[config.mk]
export PLATFORM = sky130hd
export DESIGN_NAME = triangle_tangent_frame_unit_flat
export DESIGN_NICKNAME = d
export VERILOG_FILES = /design/src/rtl/core/tngf_pkg.sv /design/src/rtl/core/tngf_if.sv /design/src/rtl/core/tngf_mac.sv /design/src/rtl/core/tngf_div.sv /design/src/rtl/core/triangle_tangent_frame_unit.sv /design/src/flat_wrapper.sv
export SDC_FILE = /design/constraint.sdc
export NUM_CORES = 2
export LEC_CHECK = 0
export ABC_AREA = 1
export BUFFER_PORTS_ARGS = -buffer_cell sky130_fd_sc_hd__buf_2
export CAP_MARGIN = 10
export CORE_MARGIN = 2
export CORE_UTILIZATION = 55
export DETAILED_ROUTE_END_ITERATION = 8
export GPL_TIMING_DRIVEN = 0
export PLACE_DENSITY_LB_ADDON = 0.3
export SLEW_MARGIN = 20
export SYNTH_ARGS = -nofsm -noshare
export SYNTH_HDL_FRONTEND = slang
export SYNTH_SLANG_ARGS = --single-unit
[constraint.sdc]
create_clock -name clk -period 14.23 [get_ports clk]
set_clock_uncertainty 0.05 [all_clocks]
set_input_delay 0.7115 -clock clk [delete_from_list [all_inputs] [get_ports clk]]
set_output_delay 0.7115 -clock clk [all_outputs]
set_load 0.005 [all_outputs]
[src/rtl/core/tngf_pkg.sv]
`timescale 1ns / 1ps
// ----------------------------------------------------------------------------
// tngf_pkg - shared types and constants for the triangle tangent frame unit
// Widths of the vertex deltas, the multiplier operands, the divider and the
// sequencer state encodings.
// ----------------------------------------------------------------------------
package tngf_pkg;

	// fraction bits of the UV coordinates; the position format cancels out
	localparam int UV_FRAC_BITS = 16;
	localparam int UV_SHIFT     = (UV_FRAC_BITS > 16) ? 16 : UV_FRAC_BITS;

	localparam int POS_W  = 32;
	localparam int UV_W   = 16;
	localparam int DP_W   = POS_W + 1;           // position delta
	localparam int DUV_W  = UV_W + 1;            // UV delta
	localparam int PROD_W = DP_W + DUV_W;        // one product
	localparam int NUM_W  = PROD_W + 1;          // difference of two products
	localparam int DEN_W  = 2 * DUV_W;           // UV determinant
	localparam int QUO_W  = 32;
	localparam int X_W    = NUM_W + 16;          // scaled dividend, worst case

	localparam logic [QUO_W-1:0] SAT_POS = 32'h7FFF_FFFF;
	localparam logic [QUO_W-1:0] SAT_NEG = 32'h8000_0000;

	localparam logic [2:0] NUM_COMP = 3'd6;      // tangent xyz, bitangent xyz

	typedef enum logic [2:0] {
		T_IDLE,
		T_MAC,
		T_EVAL,
		T_DIV,
		T_DONE
	} seq_state_t;

	typedef enum logic [1:0] {
		D_IDLE,
		D_CHK,
		D_RUN,
		D_FIN
	} div_state_t;

	typedef struct packed {
		logic issue;   // a product enters the multiplier this cycle
		logic sub;     // subtract it from the accumulator instead of loading
	} mac_ctl_t;

	typedef struct packed {
		logic done;    // quotient valid, one cycle
		logic busy;
	} div_sts_t;

endpackage

[src/rtl/core/tngf_if.sv]
`timescale 1ns / 1ps
// ----------------------------------------------------------------------------
// tngf_vtx_if / tngf_res_if - valid/ready channels of the tangent frame unit
// One vertex word in, one tangent/bitangent word out.
// ----------------------------------------------------------------------------
interface tngf_vtx_if;
	logic               valid;
	logic               ready;
	logic signed [31:0] pos_x;
	logic signed [31:0] pos_y;
	logic signed [31:0] pos_z;
	logic [15:0]        tex_u;
	logic [15:0]        tex_v;
	logic               end_of_mesh;

	modport source (output valid, pos_x, pos_y, pos_z, tex_u, tex_v, end_of_mesh,
		input ready);
	modport sink (input valid, pos_x, pos_y, pos_z, tex_u, tex_v, end_of_mesh,
		output ready);
endinterface

interface tngf_res_if;
	logic               valid;
	logic               ready;
	logic signed [31:0] tangent_x;
	logic signed [31:0] tangent_y;
	logic signed [31:0] tangent_z;
	logic signed [31:0] bitangent_x;
	logic signed [31:0] bitangent_y;
	logic signed [31:0] bitangent_z;
	logic               degenerate;

	modport source (output valid, tangent_x, tangent_y, tangent_z,
		bitangent_x, bitangent_y, bitangent_z, degenerate, input ready);
	modport sink (input valid, tangent_x, tangent_y, tangent_z,
		bitangent_x, bitangent_y, bitangent_z, degenerate, output ready);
endinterface

[src/rtl/core/tngf_mac.sv]
`timescale 1ns / 1ps
// ----------------------------------------------------------------------------
// tngf_mac - shared multiply / accumulate unit
// Registered product, then load or subtract into the accumulator.
// ----------------------------------------------------------------------------
module tngf_mac (
	input  logic                                clk,
	input  logic                                arst_n,
	input  tngf_pkg::mac_ctl_t                  ctl,
	input  logic signed [tngf_pkg::DP_W-1:0]    a,
	input  logic signed [tngf_pkg::DUV_W-1:0]   b,
	output logic signed [tngf_pkg::NUM_W-1:0]   acc
);

	logic                                 vld_s1;
	logic                                 sub_s1;
	logic signed [tngf_pkg::PROD_W-1:0]   prod_s1;
	logic signed [tngf_pkg::NUM_W-1:0]    acc_q;

	// track which stage holds a product
	always_ff @(posedge clk or negedge arst_n) begin
		if (!arst_n) begin
			vld_s1 <= 1'b0;
			sub_s1 <= 1'b0;
		end else begin
			vld_s1 <= ctl.issue;
			sub_s1 <= ctl.sub;
		end
	end

	// multiply, then load or subtract
	always_ff @(posedge clk) begin
		if (ctl.issue) begin
			prod_s1 <= a * b;
		end
		if (vld_s1) begin
			acc_q <= sub_s1 ? acc_q - tngf_pkg::NUM_W'(prod_s1)
				: tngf_pkg::NUM_W'(prod_s1);
		end
	end

	assign acc = acc_q;

endmodule

[src/rtl/core/tngf_div.sv]
`timescale 1ns / 1ps
// ----------------------------------------------------------------------------
// tngf_div - serial scaled divider with saturation
// Gives trunc(num * 2^UV_SHIFT / den) clamped to 32 signed bits, one
// quotient bit per cycle after a single range check.
// ----------------------------------------------------------------------------
module tngf_div (
	input  logic                                clk,
	input  logic                                arst_n,
	input  logic                                start,
	input  logic signed [tngf_pkg::NUM_W-1:0]   num,
	input  logic signed [tngf_pkg::DEN_W-1:0]   den,
	output tngf_pkg::div_sts_t                  sts,
	output logic [tngf_pkg::QUO_W-1:0]          quo
);

	localparam int NW = tngf_pkg::NUM_W;
	localparam int DW = tngf_pkg::DEN_W;
	localparam int QW = tngf_pkg::QUO_W;
	localparam int XW = tngf_pkg::X_W;

	tngf_pkg::div_state_t st_q, st_d;

	logic            neg_q;
	logic            ovf_q;
	logic [NW-1:0]   an_q;
	logic [DW-1:0]   ad_q;
	logic [DW-1:0]   rem_q;
	logic [QW-1:0]   xl_q;
	logic [QW-1:0]   qm_q;
	logic [4:0]      cnt_q;
	logic            done_q;
	logic [QW-1:0]   quo_q;

	logic [XW-1:0]   x_c;
	logic            ovf_c;
	logic [DW:0]     r2_c;
	logic            ge_c;
	logic [QW-1:0]   res_c;

	// scaled dividend and range check
	assign x_c   = XW'(an_q) << tngf_pkg::UV_SHIFT;
	assign ovf_c = x_c >= XW'({ad_q, {QW{1'b0}}});

	// one restoring step
	assign r2_c = {rem_q, xl_q[QW-1]};
	assign ge_c = r2_c >= {1'b0, ad_q};

	// apply sign and clamp
	always_comb begin
		if (ovf_q) begin
			res_c = neg_q ? tngf_pkg::SAT_NEG : tngf_pkg::SAT_POS;
		end else if (neg_q) begin
			res_c = (qm_q > tngf_pkg::SAT_NEG) ? tngf_pkg::SAT_NEG : QW'(-qm_q);
		end else begin
			res_c = qm_q[QW-1] ? tngf_pkg::SAT_POS : qm_q;
		end
	end

	always_comb begin
		st_d = st_q;
		case (st_q)
			tngf_pkg::D_IDLE: if (start) st_d = tngf_pkg::D_CHK;
			tngf_pkg::D_CHK:  st_d = ovf_c ? tngf_pkg::D_FIN : tngf_pkg::D_RUN;
			tngf_pkg::D_RUN:  if (cnt_q == 5'd0) st_d = tngf_pkg::D_FIN;
			tngf_pkg::D_FIN:  st_d = tngf_pkg::D_IDLE;
			default:          st_d = tngf_pkg::D_IDLE;
		endcase
	end

	always_ff @(posedge clk or negedge arst_n) begin
		if (!arst_n) begin
			st_q   <= tngf_pkg::D_IDLE;
			done_q <= 1'b0;
		end else begin
			st_q   <= st_d;
			done_q <= (st_q == tngf_pkg::D_FIN);
		end
	end

	// datapath
	always_ff @(posedge clk) begin
		case (st_q)
			tngf_pkg::D_IDLE: begin
				if (start) begin
					an_q  <= num[NW-1] ? NW'(-num) : NW'(num);
					ad_q  <= den[DW-1] ? DW'(-den) : DW'(den);
					neg_q <= num[NW-1] ^ den[DW-1];
				end
			end
			tngf_pkg::D_CHK: begin
				ovf_q <= ovf_c;
				rem_q <= x_c[QW+DW-1:QW];
				xl_q  <= x_c[QW-1:0];
				qm_q  <= '0;
				cnt_q <= 5'(QW - 1);
			end
			tngf_pkg::D_RUN: begin
				rem_q <= ge_c ? DW'(r2_c - {1'b0, ad_q}) : r2_c[DW-1:0];
				qm_q  <= {qm_q[QW-2:0], ge_c};
				xl_q  <= {xl_q[QW-2:0], 1'b0};
				cnt_q <= cnt_q - 5'd1;
			end
			tngf_pkg::D_FIN: begin
				quo_q <= res_c;
			end
			default: ;
		endcase
	end

	assign sts.done = done_q;
	assign sts.busy = (st_q != tngf_pkg::D_IDLE);
	assign quo      = quo_q;

endmodule

[src/rtl/core/triangle_tangent_frame_unit.sv]
`timescale 1ns / 1ps
// The first and second vertex of a triangle are only held. The third starts
// the sequence to a result: the UV determinant from two products, then for
// each of six components two products and a 32-step divide; a divide is
// cut short when its range check saturates, and all are skipped when the determinant is zero.
// The unit takes no new vertex until the result word has been loaded for output.
// Reset clears the vertex count and the result valid; held vertices are not cleared.
// ----------------------------------------------------------------------------
// triangle_tangent_frame_unit - per-triangle tangent and bitangent
// Holds two vertices, forms deltas on the third and runs the products and
// quotients through one shared multiplier and one serial divider.
// ----------------------------------------------------------------------------
module triangle_tangent_frame_unit (
	input  logic       clk,
	input  logic       arst_n,
	tngf_vtx_if.sink   vtx,
	tngf_res_if.source res
);

	localparam int DPW = tngf_pkg::DP_W;
	localparam int UVD = tngf_pkg::DUV_W;
	localparam int DW  = tngf_pkg::DEN_W;
	localparam int QW  = tngf_pkg::QUO_W;

	tngf_pkg::seq_state_t st_q, st_d;

	logic [1:0]                 slot_q;
	logic [1:0]                 ph_q;
	logic [2:0]                 sel_q;

	logic signed [31:0]         hp_q [0:1][0:2];
	logic [15:0]                huv_q [0:1][0:1];
	logic signed [DPW-1:0]      dp1_q [0:2];
	logic signed [DPW-1:0]      dp2_q [0:2];
	logic signed [UVD-1:0]      du1_q, dv1_q, du2_q, dv2_q;
	logic signed [DW-1:0]       det_q;
	logic [QW-1:0]              res_q [0:5];
	logic                       degen_q;

	logic [QW-1:0]              out_q [0:5];
	logic                       out_degen_q;
	logic                       out_valid_q;

	logic                       acc_in;
	logic [1:0]                 slot_eff;
	logic                       load_out;
	logic [2:0]                 jj;
	logic [1:0]                 idx;
	logic                       bit_side;
	logic signed [DPW-1:0]      pos_in [0:2];

	tngf_pkg::mac_ctl_t         mac_ctl;
	logic signed [DPW-1:0]      mac_a;
	logic signed [UVD-1:0]      mac_b;
	logic signed [tngf_pkg::NUM_W-1:0] mac_acc;

	logic                       div_start;
	tngf_pkg::div_sts_t         div_sts;
	logic [QW-1:0]              div_quo;

	assign vtx.ready = (st_q == tngf_pkg::T_IDLE);
	assign acc_in    = vtx.valid && vtx.ready;
	assign slot_eff  = (slot_q == 2'd3) ? 2'd0 : slot_q;
	assign load_out  = (st_q == tngf_pkg::T_DONE) && (!out_valid_q || res.ready);

	assign pos_in[0] = DPW'(vtx.pos_x);
	assign pos_in[1] = DPW'(vtx.pos_y);
	assign pos_in[2] = DPW'(vtx.pos_z);

	// pick the component: tangent xyz first, bitangent xyz after
	assign jj       = sel_q - 3'd1;
	assign bit_side = (jj >= 3'd3);
	assign idx      = bit_side ? 2'(jj - 3'd3) : jj[1:0];

	// operand select for the shared multiplier
	always_comb begin
		mac_ctl.issue = (st_q == tngf_pkg::T_MAC) && (ph_q != 2'd2);
		mac_ctl.sub   = (ph_q == 2'd1);
		if (sel_q == 3'd0) begin
			mac_a = (ph_q == 2'd0) ? DPW'(du1_q) : DPW'(dv1_q);
			mac_b = (ph_q == 2'd0) ? dv2_q : du2_q;
		end else if (!bit_side) begin
			mac_a = (ph_q == 2'd0) ? dp1_q[idx] : dp2_q[idx];
			mac_b = (ph_q == 2'd0) ? dv2_q : dv1_q;
		end else begin
			mac_a = (ph_q == 2'd0) ? dp2_q[idx] : dp1_q[idx];
			mac_b = (ph_q == 2'd0) ? du1_q : du2_q;
		end
	end

	assign div_start = (st_q == tngf_pkg::T_EVAL) && (sel_q != 3'd0);

	// sequencer next state
	always_comb begin
		st_d = st_q;
		case (st_q)
			tngf_pkg::T_IDLE: if (acc_in && slot_eff == 2'd2) st_d = tngf_pkg::T_MAC;
			tngf_pkg::T_MAC:  if (ph_q == 2'd2) st_d = tngf_pkg::T_EVAL;
			tngf_pkg::T_EVAL: begin
				if (sel_q != 3'd0) begin
					st_d = tngf_pkg::T_DIV;
				end else if (mac_acc == '0) begin
					st_d = tngf_pkg::T_DONE;
				end else begin
					st_d = tngf_pkg::T_MAC;
				end
			end
			tngf_pkg::T_DIV: begin
				if (div_sts.done) begin
					st_d = (sel_q == tngf_pkg::NUM_COMP) ? tngf_pkg::T_DONE
						: tngf_pkg::T_MAC;
				end
			end
			tngf_pkg::T_DONE: if (load_out) st_d = tngf_pkg::T_IDLE;
			default:          st_d = tngf_pkg::T_IDLE;
		endcase
	end

	// control registers
	always_ff @(posedge clk or negedge arst_n) begin
		if (!arst_n) begin
			st_q        <= tngf_pkg::T_IDLE;
			slot_q      <= 2'd0;
			ph_q        <= 2'd0;
			sel_q       <= 3'd0;
			out_valid_q <= 1'b0;
		end else begin
			st_q <= st_d;
			if (acc_in) begin
				slot_q <= (vtx.end_of_mesh || slot_eff == 2'd2) ? 2'd0 : slot_eff + 2'd1;
				sel_q  <= 3'd0;
			end
			if (st_q == tngf_pkg::T_MAC) begin
				ph_q <= (ph_q == 2'd2) ? 2'd0 : ph_q + 2'd1;
			end
			if (st_q == tngf_pkg::T_EVAL && sel_q == 3'd0) begin
				sel_q <= 3'd1;
			end
			if (st_q == tngf_pkg::T_DIV && div_sts.done && sel_q != tngf_pkg::NUM_COMP) begin
				sel_q <= sel_q + 3'd1;
			end
			if (load_out) begin
				out_valid_q <= 1'b1;
			end else if (res.ready) begin
				out_valid_q <= 1'b0;
			end
		end
	end

	// hold vertices, form deltas, collect results
	always_ff @(posedge clk) begin
		if (acc_in) begin
			if (slot_eff != 2'd2) begin
				hp_q[slot_eff[0]][0]  <= vtx.pos_x;
				hp_q[slot_eff[0]][1]  <= vtx.pos_y;
				hp_q[slot_eff[0]][2]  <= vtx.pos_z;
				huv_q[slot_eff[0]][0] <= vtx.tex_u;
				huv_q[slot_eff[0]][1] <= vtx.tex_v;
			end else begin
				for (int k = 0; k < 3; k++) begin
					dp1_q[k] <= DPW'(hp_q[1][k]) - DPW'(hp_q[0][k]);
					dp2_q[k] <= pos_in[k] - DPW'(hp_q[0][k]);
				end
				du1_q <= {1'b0, huv_q[1][0]} - {1'b0, huv_q[0][0]};
				dv1_q <= {1'b0, huv_q[1][1]} - {1'b0, huv_q[0][1]};
				du2_q <= {1'b0, vtx.tex_u} - {1'b0, huv_q[0][0]};
				dv2_q <= {1'b0, vtx.tex_v} - {1'b0, huv_q[0][1]};
			end
		end
		if (st_q == tngf_pkg::T_EVAL && sel_q == 3'd0) begin
			det_q   <= DW'(mac_acc);
			degen_q <= (mac_acc == '0);
			if (mac_acc == '0) begin
				for (int k = 0; k < 6; k++) begin
					res_q[k] <= '0;
				end
			end
		end
		if (st_q == tngf_pkg::T_DIV && div_sts.done) begin
			res_q[jj] <= div_quo;
		end
		if (load_out) begin
			out_q       <= res_q;
			out_degen_q <= degen_q;
		end
	end

	tngf_mac u_mac (
		.clk    (clk),
		.arst_n (arst_n),
		.ctl    (mac_ctl),
		.a      (mac_a),
		.b      (mac_b),
		.acc    (mac_acc)
	);

	tngf_div u_div (
		.clk    (clk),
		.arst_n (arst_n),
		.start  (div_start),
		.num    (mac_acc),
		.den    (det_q),
		.sts    (div_sts),
		.quo    (div_quo)
	);

	// drive the result word
	assign res.valid       = out_valid_q;
	assign res.tangent_x   = out_q[0];
	assign res.tangent_y   = out_q[1];
	assign res.tangent_z   = out_q[2];
	assign res.bitangent_x = out_q[3];
	assign res.bitangent_y = out_q[4];
	assign res.bitangent_z = out_q[5];
	assign res.degenerate  = out_degen_q;

endmodule

[src/flat_wrapper.sv]
// flat-port wrapper written by rule: the top's interface ports become plain ports
module triangle_tangent_frame_unit_flat 
  (clk, arst_n, vtx_valid, vtx_pos_x, vtx_pos_y, vtx_pos_z, vtx_tex_u, vtx_tex_v, vtx_end_of_mesh, vtx_ready, res_valid, res_tangent_x, res_tangent_y, res_tangent_z, res_bitangent_x, res_bitangent_y, res_bitangent_z, res_degenerate, res_ready);
  tngf_vtx_if vtx_i ();
  tngf_res_if res_i ();
  input  logic clk;
  input  logic arst_n;
  input wire logic [$bits(vtx_i.valid)-1:0] vtx_valid;
  input wire logic [$bits(vtx_i.pos_x)-1:0] vtx_pos_x;
  input wire logic [$bits(vtx_i.pos_y)-1:0] vtx_pos_y;
  input wire logic [$bits(vtx_i.pos_z)-1:0] vtx_pos_z;
  input wire logic [$bits(vtx_i.tex_u)-1:0] vtx_tex_u;
  input wire logic [$bits(vtx_i.tex_v)-1:0] vtx_tex_v;
  input wire logic [$bits(vtx_i.end_of_mesh)-1:0] vtx_end_of_mesh;
  output wire logic [$bits(vtx_i.ready)-1:0] vtx_ready;
  output wire logic [$bits(res_i.valid)-1:0] res_valid;
  output wire logic [$bits(res_i.tangent_x)-1:0] res_tangent_x;
  output wire logic [$bits(res_i.tangent_y)-1:0] res_tangent_y;
  output wire logic [$bits(res_i.tangent_z)-1:0] res_tangent_z;
  output wire logic [$bits(res_i.bitangent_x)-1:0] res_bitangent_x;
  output wire logic [$bits(res_i.bitangent_y)-1:0] res_bitangent_y;
  output wire logic [$bits(res_i.bitangent_z)-1:0] res_bitangent_z;
  output wire logic [$bits(res_i.degenerate)-1:0] res_degenerate;
  input wire logic [$bits(res_i.ready)-1:0] res_ready;
  assign vtx_i.valid = vtx_valid;
  assign vtx_i.pos_x = vtx_pos_x;
  assign vtx_i.pos_y = vtx_pos_y;
  assign vtx_i.pos_z = vtx_pos_z;
  assign vtx_i.tex_u = vtx_tex_u;
  assign vtx_i.tex_v = vtx_tex_v;
  assign vtx_i.end_of_mesh = vtx_end_of_mesh;
  assign vtx_ready = vtx_i.ready;
  assign res_valid = res_i.valid;
  assign res_tangent_x = res_i.tangent_x;
  assign res_tangent_y = res_i.tangent_y;
  assign res_tangent_z = res_i.tangent_z;
  assign res_bitangent_x = res_i.bitangent_x;
  assign res_bitangent_y = res_i.bitangent_y;
  assign res_bitangent_z = res_i.bitangent_z;
  assign res_degenerate = res_i.degenerate;
  assign res_i.ready = res_ready;
  triangle_tangent_frame_unit u_core (.clk(clk), .arst_n(arst_n), .vtx(vtx_i), .res(res_i));
endmodule
==> flow_metrics.tcl <==
set metrics [dict create \
    status "complete, no violations" \
    cp_slowest_cell "clkbuf_1" \
    overflow 0 \
    dieWidth_um 415.1 \
    antenna_found_initial 10 \
    synth_area_leader_cell "edfxtp_1" \
    yosysWarnings 0 \
    hold_violations 0 \
    syn_area_per_cell_um2 8.456 \
    fin_tns_setup_ps 0 \
    die_area_um2 172300 \
    ys_async_sr_fraction_pct 1.265 \
    min_path_cells 1 \
    cts_tree "built" \
    finalSetupViolations 0 \
    chipHeight_um 415.1 \
    routed_wl_um 306300 \
    r2r_slack_ps 4520 \
    hp-class "input port to register" \
    grt_pass1_vias 77428 \
    syn_nets 12181 \
    clock-sinks 1265 \
    r2r_cells 27 \
    syn-cell-area_um2 92960 \
    wl_per_cell_um 22.12 \
    synth_cell_types 53 \
    hpwl_um 249000 \
    rsz0062_at_grt "no" \
    final_cell_mix "nand2_1, inv_1, edfxtp_1" \
    cp-end-kind "register" \
    cts_setup_buffers 0 \
    max-clock-path-buffers 3 \
    place_area_um2 98300 \
    synth_edf_count 1057 \
    netlist_instances 10994 \
    critPathArrivalTime_ps 10220 \
    clk_pin_slew_ps 60 \
    worstMarginPinSlew_ps 1185 \
    grt.total_usage_pct 35.04 \
    synth.ff_latch_count 1265 \
    r2r_start "u_core.sel_q[0]" \
    fmax_ghz 0.1029 \
    multi_input_area_um2 49490 \
    ys_top_cells_by_area "edfxtp_1, fa_1, nand2_1, ha_1, inv_1" \
    r2r_end "u_core.u_mac.prod_s1[37]" \
    slew_headroom_pct 20.74 \
    layout_commonest_cell "nand2_1" \
    regArea_um2 35990 \
    fin_area_um2 103100 \
    drive_above_1_share_pct 8.785 \
    hold_start "vtx_pos_z[17]" \
    fin_nets 12709 \
    coreArea_um2 167600 \
    period_share_pct 68.27 \
    ys_dominant_reg_cell "edfxtp_1" \
    fin_crit_ps 9715 \
    worstSetupPathType "register to register" \
    io_pins 328 \
    grt_first_pass_wirelength_um 459500 \
    slew_violations 0 \
    fillers 14539 \
    cp_max_fo 10 \
    cp_slowest_stage_delay_ps 880 \
    cap_violations 0 \
    synthToLayoutAreaGrowth_pct 10.95 \
    clockRootBuffer "clkbuf_16" \
    via_count 79408 \
    finalCoreUtilization_pct 61.54 \
    cts_hold_buf 16 \
    netlist.area_leader.share_pct 34.14 \
    fp-row-count 150 \
    min_to "u_core.hp_q[0][17]" \
    gp_congestion 1.025 \
    firstDrtPassIters 6 \
    cts_made_buffers 140 \
    vias_per_cell 5.736 \
    grt_max_degree 57 \
    drtAntennaViolNets 0 \
    worst_path_most_repeated_cell "fa_1" \
    hold_slack_ps 41.62 \
    ys_seq_area_share_pct 38.71 \
    drtIter0Drc 8446 \
    cts.htree.levels 4 \
    initial_core_util_pct 55.47 \
    crit_required_ps 14730 \
    insertion_delay_ps 840 \
    start_kind "register" \
    drc 0 \
    portBuffers 327 \
    cts.repair.resized 0 \
]
==> cells in the mapped netlist (17+ instances only) <==
cell type,number
nand2_1,2489
inv_1,1581
edfxtp_1,1057
nor2_1,1036
nand3_1,738
o21ai_0,735
fa_1,548
a21oi_1,538
ha_1,506
xor2_1,275
or2_2,212
dfxtp_1,192
clkbuf_1,163
nor3_1,115
nand4_1,113
xnor2_1,105
buf_2,99
a31oi_1,52
a21o_1,50
o21bai_1,50
nand3b_1,36
nor4_1,30
o21ai_1,24
inv_2,23
buf_1,22
o22ai_1,20
buf_6,18
buf_4,17
==> cells by family (layout without fill, tap and decap cells) <==
group / count (synthesis) / in the layout / synth area share (%)
simple gates: 4831 / 4831 / 22.04
xor+xnor: 380 / 380 / 3.580
fa+ha+maj: 1054 / 1054 / 18.61
flops: 1265 / 1265 / 38.71
buf+inv: 1927 / 2567 / 8.131
other cells: 0 / 7 / 0
compound gates: 1537 / 1537 / 8.925
==> how the worst max path moves through the flow <==
| stage | from | end | cells past startpoint |
|---|---|---|---|
| 3_5_place_dp | u_core.sel_q[0] | u_core.u_mac.prod_s1[41] | 31 |
| 4_1_cts | u_core.sel_q[0] | u_core.u_mac.prod_s1[41] | 31 |
| 6_report | u_core.sel_q[0] | u_core.u_mac.prod_s1[37] | 27 |
| 2_1_floorplan | u_core.st_q[0] | u_core.st_q[2] | 9 |
| 5_1_grt | u_core.sel_q[0] | u_core.u_mac.prod_s1[49] | 31 |
| 3_3_place_gp | u_core.st_q[0] | u_core.st_q[2] | 9 |
==> worst max-delay path: cells and delay by family (launching register included) <==
kind	cells	cell delay (ps)
fa+ha+maj	8	3600
buf+inv	10	2600
xor+xnor	1	80
compound gates	4	1500
simple gates	4	1220
flops	1	380
==> cell type report <==
| cell class | instances | share of cell area [%] |
|---|---|---|
| multi-input combinational | 7802 | 47.98 |
| sequential | 1265 | 34.89 |
| inverter | 1608 | 5.854 |
| clock buffer | 163 | 3.519 |
| tap | 2204 | 2.674 |
| timing repair buffer | 386 | 2.580 |
| buffer | 319 | 1.474 |
| clock inverter | 91 | 1.009 |
| antenna | 7 | 0.01698 |
==> state kept, by name, summed over array words and instances, names as in the netlist, 50 cells and up <==
signal                flops
u_core.huv_q             64
u_core.u_mac.prod_s1     50
u_core.u_div.an_q        51
u_core.dp2_q             99
u_core.u_mac.acc         51
u_core.dp1_q             99
u_core.res_q            192
u_core.hp_q             192
==> routing by layer <==
metal / part of all wire (%) / vias up / track usage, %
li1: - / 36960 / -
met1: 39 / 37854 / 44.57
met2: 47 / 3825 / 58.13
met3: 8.0 / 767 / 5.519
met4: 5.7 / 2 / 17.70
met5: 0.0046 / - / 0
==> metrics by stage <==
stage / instances / worst slack, ps
global placement: 13525 / -4420
CTS: 13838 / 4688
detailed placement: 13568 / 4709
global route: 13844 / 4159
floorplan: 10994 / 1113
finish: 13845 / 4515
Power is not shown: default switching activity piles up to over one toggle a cycle in this logic, so the estimate is an artifact.
